## config.mk

```make
export PLATFORM = sky130hd
export DESIGN_NAME = chtbl_ctrl
export DESIGN_NICKNAME = d
export VERILOG_FILES = /design/src/design/chtbl_pkg.sv /design/src/design/chtbl_ctrl.sv
export SDC_FILE = /design/constraint.sdc
export NUM_CORES = 1
export LEC_CHECK = 0
export BUFFER_PORTS_ARGS = -buffer_cell sky130_fd_sc_hd__buf_4
export CAP_MARGIN = 30
export CELL_PAD_IN_SITES_DETAIL_PLACEMENT = 1
export CELL_PAD_IN_SITES_GLOBAL_PLACEMENT = 2
export CORE_MARGIN = 2
export CORE_UTILIZATION = 20
export DETAILED_ROUTE_END_ITERATION = 10
export PLACE_DENSITY_LB_ADDON = 0.1
export SLEW_MARGIN = 20
export SYNTH_ARGS = -nofsm -noshare
export SYNTH_HDL_FRONTEND = slang
export SYNTH_SLANG_ARGS = --single-unit
```

## constraint.sdc

```tcl
create_clock -name clock -period 2.2 [get_ports clock]
set_clock_uncertainty 0.2 [all_clocks]
set_input_delay 0.44 -clock clock [delete_from_list [all_inputs] [get_ports clock]]
set_output_delay 0.44 -clock clock [all_outputs]
set_load 0.01 [all_outputs]
```

## src/design/chtbl_pkg.sv

```systemverilog
// Package for the chained hash table: field widths, codes, hashing constants,
// the controller state type and the command and status structs.
// Depends on nothing; every other design file but chtbl_ram imports it.
`default_nettype none

package chtbl_pkg;

   localparam int unsigned BUCKETS_DEF    = 20;
   localparam int unsigned POOL_NODES_DEF = 256;

   localparam int unsigned KEY_W    = 31;
   localparam int unsigned VALUE_W  = 32;
   localparam int unsigned STATUS_W = 2;
   localparam int unsigned MODE_W   = 2;

   localparam logic FUNC_INSERT = 1'b0;
   localparam logic FUNC_LOOKUP = 1'b1;

   localparam logic [MODE_W-1:0] MODE_KEY    = 2'd0;
   localparam logic [MODE_W-1:0] MODE_LINEAR = 2'd1;
   localparam logic [MODE_W-1:0] MODE_DIGITS = 2'd2;
   localparam logic [MODE_W-1:0] MODE_RESET  = MODE_DIGITS;

   // Division by ten through the reciprocal, exact for any 32-bit dividend.
   localparam int unsigned       RECIP_W    = 32;
   localparam logic [RECIP_W-1:0] RECIP_10  = 32'hCCCC_CCCD;
   localparam int unsigned       PROD_W     = KEY_W + RECIP_W;
   localparam int unsigned       QUOT_SHIFT = 35;
   localparam int unsigned       QUOT_W     = PROD_W - QUOT_SHIFT;
   localparam int unsigned       DIGIT_W    = 4;
   localparam int unsigned       SUM_W      = 7;
   localparam int unsigned       LIN_W      = KEY_W + 2;

   // Remainder unit: a 36-bit dividend taken four bits per cycle.
   localparam int unsigned DIV_W     = 36;
   localparam int unsigned MOD_BITS  = 4;
   localparam int unsigned MOD_STEPS = DIV_W / MOD_BITS;
   localparam int unsigned MOD_CNT_W = $clog2(MOD_STEPS + 1);

   typedef enum logic [STATUS_W-1:0] {
      STATUS_OK        = 2'd0,
      STATUS_NOT_FOUND = 2'd1,
      STATUS_FULL      = 2'd2
   } status_type;

   typedef enum logic [3:0] {
      ST_CLEAR,
      ST_IDLE,
      ST_DIGIT_MUL,
      ST_DIGIT_ACC,
      ST_MOD,
      ST_HEAD,
      ST_WALK,
      ST_NODE,
      ST_REPLY
   } state_type;

   typedef struct packed {
      logic start;
      logic mul;
      logic acc;
      logic mod_load;
      logic mod_step;
   } hash_cmd_type;

   typedef struct packed {
      logic work_zero;
      logic mod_done;
   } hash_status_type;

   typedef struct packed {
      hash_cmd_type hash;
      logic         clear_wr;
      logic         load;
      logic         ins_wr;
      logic         ptr_head;
      logic         ptr_link;
      logic         res_set;
      status_type   res_status;
      logic         res_value;
      logic         rsp_load;
   } dp_cmd_type;

   typedef struct packed {
      logic clear_last;
      logic mode_digits;
      logic work_zero;
      logic mod_done;
      logic is_lookup;
      logic pool_full;
      logic ptr_empty;
      logic key_match;
      logic rsp_free;
   } dp_status_type;

endpackage

`default_nettype wire

```

## src/design/chtbl_ctrl.sv

```systemverilog
// Controller state machine of the hash table: clearing pass, hashing,
// insertion, chain walk and result transfer.
// Depends on chtbl_pkg; drives the datapath by commands only.
`default_nettype none

module chtbl_ctrl import chtbl_pkg::*; (
   input  wire logic          clock,
   input  wire logic          reset,
   input  wire logic          req_valid,
   output logic               req_ready,
   input  wire dp_status_type status,
   output dp_cmd_type         cmd
);

   state_type state_ff, state_in;

   always_ff @(posedge clock) begin
      if (reset) begin
         state_ff <= ST_CLEAR;
      end else begin
         state_ff <= state_in;
      end
   end

   always_comb begin
      state_in = state_ff;
      unique case (state_ff)
         ST_CLEAR: begin
            if (status.clear_last) state_in = ST_IDLE;
         end
         ST_IDLE: begin
            if (req_valid) state_in = ST_DIGIT_MUL;
         end
         ST_DIGIT_MUL: begin
            if (status.mode_digits && !status.work_zero) begin
               state_in = ST_DIGIT_ACC;
            end else begin
               state_in = ST_MOD;
            end
         end
         ST_DIGIT_ACC: state_in = ST_DIGIT_MUL;
         ST_MOD: begin
            if (status.mod_done) state_in = ST_HEAD;
         end
         ST_HEAD: begin
            state_in = status.is_lookup ? ST_WALK : ST_REPLY;
         end
         ST_WALK: begin
            state_in = status.ptr_empty ? ST_REPLY : ST_NODE;
         end
         ST_NODE: begin
            state_in = status.key_match ? ST_REPLY : ST_WALK;
         end
         ST_REPLY: begin
            if (status.rsp_free) state_in = ST_IDLE;
         end
         default: state_in = ST_CLEAR;
      endcase
   end

   always_comb begin
      cmd       = '0;
      req_ready = 1'b0;
      unique case (state_ff)
         ST_CLEAR: cmd.clear_wr = 1'b1;
         ST_IDLE: begin
            req_ready = 1'b1;
            if (req_valid) begin
               cmd.load       = 1'b1;
               cmd.hash.start = 1'b1;
            end
         end
         ST_DIGIT_MUL: begin
            if (status.mode_digits && !status.work_zero) begin
               cmd.hash.mul = 1'b1;
            end else begin
               cmd.hash.mod_load = 1'b1;
            end
         end
         ST_DIGIT_ACC: cmd.hash.acc = 1'b1;
         ST_MOD: begin
            if (!status.mod_done) cmd.hash.mod_step = 1'b1;
         end
         ST_HEAD: begin
            priority if (status.is_lookup) begin
               cmd.ptr_head = 1'b1;
            end else if (status.pool_full) begin
               cmd.res_set    = 1'b1;
               cmd.res_status = STATUS_FULL;
            end else begin
               cmd.ins_wr     = 1'b1;
               cmd.res_set    = 1'b1;
               cmd.res_status = STATUS_OK;
            end
         end
         ST_WALK: begin
            if (status.ptr_empty) begin
               cmd.res_set    = 1'b1;
               cmd.res_status = STATUS_NOT_FOUND;
            end
         end
         ST_NODE: begin
            if (status.key_match) begin
               cmd.res_set    = 1'b1;
               cmd.res_status = STATUS_OK;
               cmd.res_value  = 1'b1;
            end else begin
               cmd.ptr_link = 1'b1;
            end
         end
         ST_REPLY: begin
            if (status.rsp_free) cmd.rsp_load = 1'b1;
         end
         default: cmd = '0;
      endcase
   end

endmodule

`default_nettype wire

```

Word level (Yosys, flattened, before mapping)

Index checks and enable logic that the tools add are counted.

Equality and inequality tests: 12
Reductions and logical operators: 4
Multiplexer cells: 34

Operators with widths:

| operator                                                               | number |
|---|---|
| 4-bit one-hot mux with 9 select lines                                  | 1 |
| 4-bit two-way mux                                                      | 8 |
| 1-bit two-way mux                                                      | 19 |
| 4-bit by 3-bit equality test with 1-bit output (second input constant) | 4 |
| 3-bit two-way mux                                                      | 3 |
| 3-bit one-hot mux with 3 select lines                                  | 1 |
| 4-bit by 2-bit equality test with 1-bit output (second input constant) | 2 |
| 2-bit inequality test (second input constant)                          | 4 |
| 4-bit by 1-bit equality test with 1-bit output (second input constant) | 1 |
| 4-bit equality test (second input constant)                            | 1 |
| 4-bit zero test                                                        | 1 |
| 2-bit two-way mux                                                      | 2 |
| 4-bit AND reduction                                                    | 1 |
| 1-bit logical AND                                                      | 1 |
| 1-bit zero test                                                        | 1 |

Word-level logic and storage cells: 51
Output and inout port bits: 16
Input bits: 12
Register bits: 4

Logic depth before layout (Yosys ltp)

Depth after elaboration: 4
Mapped depth: 5
Gate-level depth less buffers: 4

Worst setup path after synthesis

No wires, ideal clock.

Kind: flip-flop to output port
From: register state_ff[3]
To: output cmd[14] (netlist bit)
Stages on the path, launching flop included: 6
Arrival time: 1.183 ns
Required time: 1.560 ns
Path buffers: 2
Slack: 0.377 ns
Path through: dfxtp_1 -> buf_2 -> nand2b_1 -> nor3_2 -> and2_1 -> buf_4

RTL lines:

| element                | RTL line         | RTL |
|---|---|---|
| from (decl)            | chtbl_ctrl.sv:15 | `state_type state_ff, state_in;` |
| from (signal assigned) | chtbl_ctrl.sv:21 | `state_ff <= state_in;` |
| to (decl)              | chtbl_ctrl.sv:12 | `output dp_cmd_type cmd` |

==> results_tabular.tex <==
\begin{tabular}{lr}
\hline
Metric & Value \\
\hline
\multicolumn{2}{l}{\textbf{Yosys}} \\
\quad Post-synthesis cell count & 61 \\
\quad Synth top area cells & sky130\_fd\_sc\_hd\_\_dfxtp\_1 19\%, sky130\_fd\_sc\_hd\_\_a21oi\_1 8.4\%, sky130\_fd\_sc\_hd\_\_nor2\_1 7.2\%, sky130\_fd\_sc\_hd\_\_nor2b\_1 6.0\%, sky130\_fd\_sc\_hd\_\_mux2i\_1 4.8\% \\
\quad Top\_reg\_cell synth & sky130\_fd\_sc\_hd\_\_dfxtp\_1 \\
\quad Warning count from the yosys run & 0 \\
\quad Async set or reset register ratio after synthesis & 0\% \\
\quad Register area share after synthesis & 19.16\% \\
\quad Largest area contributor in the netlist & sky130\_fd\_sc\_hd\_\_dfxtp\_1 \\
\quad Synth top area share & about a fifth \\
\quad Post-synth design cell area & around 420 µm² \\
\quad Number of flops mapped to enable cells by yosys & 0 \\
\quad Register bit total from synthesis & 4 \\
\quad Average cell area after synthesis & slightly below 7 µm² \\
\quad Count of distinct cell types in the synthesized netlist & 28 \\
\quad Syn Nets & 73 \\
\multicolumn{2}{l}{\textbf{Drt}} \\
\quad Routed wire length & 1335 µm \\
\quad Drt first-iter violations & 8 \\
\quad Drc violations & 0 \\
\quad Number of optimization iterations in the first detailed-route pass & 4 \\
\quad Vias post-DR & 534 \\
\quad Antenna-violating nets left & 0 \\
\quad Via density per instance & 4.684 \\
\quad Average routed wire per standard cell & between 10 and 15 µm \\
\multicolumn{2}{l}{\textbf{Power and ir drop}} \\
\quad Areal power density over the cells & 779.7 nW/µm² \\
\quad Worst vdd rail ir drop & 0.3950 mV \\
\quad Total power draw & 0.5141 mW \\
\quad Static leakage & 0.3111 nW \\
\multicolumn{2}{l}{\textbf{Min path}} \\
\quad Type of the most critical hold path & in2reg \\
\multicolumn{2}{l}{\textbf{Finish}} \\
\quad Signed area change from the synthesized netlist to the final layout & 57.78\% \\
\quad Total area of multi-input combinational cells & between 200 and 300 µm² \\
\quad Layout Nets & roughly 100 \\
\quad Final design area excluding fillers & approximately 660 µm² \\
\quad Register area & 86.33 µm² \\
\quad Number of standard cells in the final layout excluding fillers & between 100 and 150 \\
\quad Ratio of cells with drive above 1 in the final layout & 42.53\% \\
\quad Largest register by flop count & state\_ff \\
\quad Antenna diode count & 0 \\
\quad Biggest regs & state\_ff: 4 flops \\
\quad Number of flip-flops under the largest register name & 4 \\
\quad Final Util & 33.61\% \\
\quad Count of filler cells inserted in the layout & roughly 270 \\
\multicolumn{2}{l}{\textbf{STA}} \\
\quad Post-Route Setup TNS & 0 ns \\
\quad Final setup violation count & 0 \\
\quad Portion of the clock cycle consumed by the worst path in the final layout & 92.36\% \\
\quad Total count of max-transition violations in the final report & 0 \\
\quad Highest clock rate & 492.2 MHz \\
\quad Final worst path period need & around 2 ns \\
\quad Hold Vio Cnt, Final & 0 \\
\quad Worst-margin pin slew & 0.3441 ns \\
\quad Worst rel slew slack & 76.74\% \\
\quad Unrepaired setup endpoints after global routing & false \\
\multicolumn{2}{l}{\textbf{Die}} \\
\quad Number of placed I/O pins & 28 \\
\quad Starting density of the core & 21.30\% \\
\quad Core area & a little under 2000 µm² \\
\quad Area of the die & 2471 µm² \\
\quad Row count & 16 \\
\quad Floorplan die height & 49.71 µm \\
\quad Horizontal die dimension & 49.71 µm \\
\multicolumn{2}{l}{\textbf{Placed design}} \\
\quad Post-detail-place hpwl & $\sim$1100 µm \\
\quad Final GP Congestion & between 0.7 and 0.8 \\
\quad Post-DP Area & 628.1 µm² \\
\quad DP Cell Count & 111 \\
\quad Number of buffer cells added on primary ports & 27 \\
\multicolumn{2}{l}{\textbf{CTS}} \\
\quad Post-CTS setup-driven buffer insertion count & 0 \\
\quad Number of buffers on the longest clock path & 2 \\
\quad CTS sink cnt & 4 \\
\quad Clock tree from TritonCTS & yes \\
\quad Clock Latency Late Sink & 0.23 ns \\
\quad Clk root buf & sky130\_fd\_sc\_hd\_\_clkbuf\_4 \\
\quad Number of H-tree branching levels & 1 \\
\quad Clock Pin Slew Worst Setup and Hold Paths & 0.04 ns \\
\quad TritonCTS buffer count & 3 \\
\multicolumn{2}{l}{\textbf{Global route}} \\
\quad Wire length of the first global-routing pass & 2221 µm \\
\quad Antenna violations before repair & 0 \\
\quad Pin count of the biggest net entering global routing & 16 \\
\quad Total congestion overflow & 0 \\
\quad Via count of the first global-routing pass & roughly 500 \\
\quad Global router's overall resource usage & 11.20\% \\
\multicolumn{2}{l}{\textbf{Setup path}} \\
\quad Crit path launch type & register \\
\quad Crit Path Class & reg2out \\
\quad Crit path required time & roughly 1.6 ns \\
\quad Endpoint class of the critical path & output port \\
\quad Arrival time worst endpoint & approximately 1.4 ns \\
\quad Critical path fanouts, max & 10 \\
\multicolumn{2}{l}{\textbf{Run status}} \\
\quad Status & finished clean \\
\multicolumn{2}{l}{\textbf{Run}} \\
\quad Max-capacitance violation count & 0 \\
\hline
\end{tabular}
-- path summary, 6_finish.rpt --
| check | startpoint | slack [ns] | depth (start not counted) | to |
|---|---|---|---|---|
| max reg2reg | state_ff[3] | 0.66 | 4 | state_ff[0] |
| min reg2reg | state_ff[2] | 0.45 | 2 | state_ff[0] |
| min | reset | 0.19 | 2 | state_ff[2] |
| max | state_ff[3] | 0.17 | 3 | cmd[0] |
-- synthesized netlist by cell type (all sizes together) (2+ instances only) --
master / instances
inv: 3
dfxtp: 4
nand2: 2
mux2i: 2
nor4: 2
o21ai: 3
nor3: 4
a21oi: 7
nor2b: 4
nor2: 8
nand2b: 3
nand3: 2
and2: 3
buf: 5
-- area by class of cell --
class                           instances  share of cell area (%)
Clock buffer                            3                   3.416
Inverter                                3                   1.708
Multi-Input combinational cell         49                   44.78
Sequential cell                         4                   13.09
Tap cell                               27                   5.123
Timing Repair Buffer                   28                   31.88
-- report_power, final --
part	leakage [nW]	internal, mW	switching, mW
logic	0.263	0.146	0.130
clock network	0.0138	0.0610	0.0301
registers	0.0341	0.0962	0.0510
total	0.311	0.303	0.211
-- layout by cell type (no fill, tap or decap), drive strengths merged --
cell type,instances
a21oi,7
a22o,1
and2,3
and2b,1
and3,1
and4,1
and4b,1
buf,28
clkbuf,3
dfxtp,4
inv,3
mux2i,2
nand2,2
nand2b,3
nand3,2
nor2,8
nor2b,4
nor3,4
nor3b,1
nor4,2
nor4b,1
o21ai,3
o2bb2ai,1
o32ai,1
-- layer usage --
layer	wire, µm	GRT usage (%)	vias to the layer above
li1	-	-	271
met1	603	15.65	239
met2	635	17.33	24
met3	95	2.424	0
met4	0	2.778	0
met5	0	0	-
-- worst max-delay path, cell delays in order (launching register included) --
cell and delay (ns):
sky130_fd_sc_hd__dfxtp_1 0.51, sky130_fd_sc_hd__nor4b_1 0.36, sky130_fd_sc_hd__and2_1 0.18, sky130_fd_sc_hd__buf_4 0.11
-- stage by stage --
stage               hold WS [ns]  setup WS (ns)
floorplan                 0.3091         0.3773
global placement          0.4381         0.1832
detailed placement        0.4379         0.2191
CTS                       0.1906        0.02733
global route              0.1817        0.04532
finish                    0.1927         0.1682
-- repair_timing --
action / in CTS / in global routing
gates cloned: 0 / 0
setup endpoints to repair: 1 / 5
hold buffers: 0 / 0
resized for setup: 1 / 4
-- logic make-up (layout without fill, tap and decap cells) --
kind of cell / after synthesis / after routing / share of synthesized area (%)
muxes: 2 / 2 / 4.791
AOI/OAI and AO/OA: 13 / 13 / 18.26
buffers and inverters: 8 / 34 / 10.78
DFF: 4 / 4 / 19.16
and+or+nand+nor: 34 / 34 / 47.01
(Power assumes the default switching activity.)
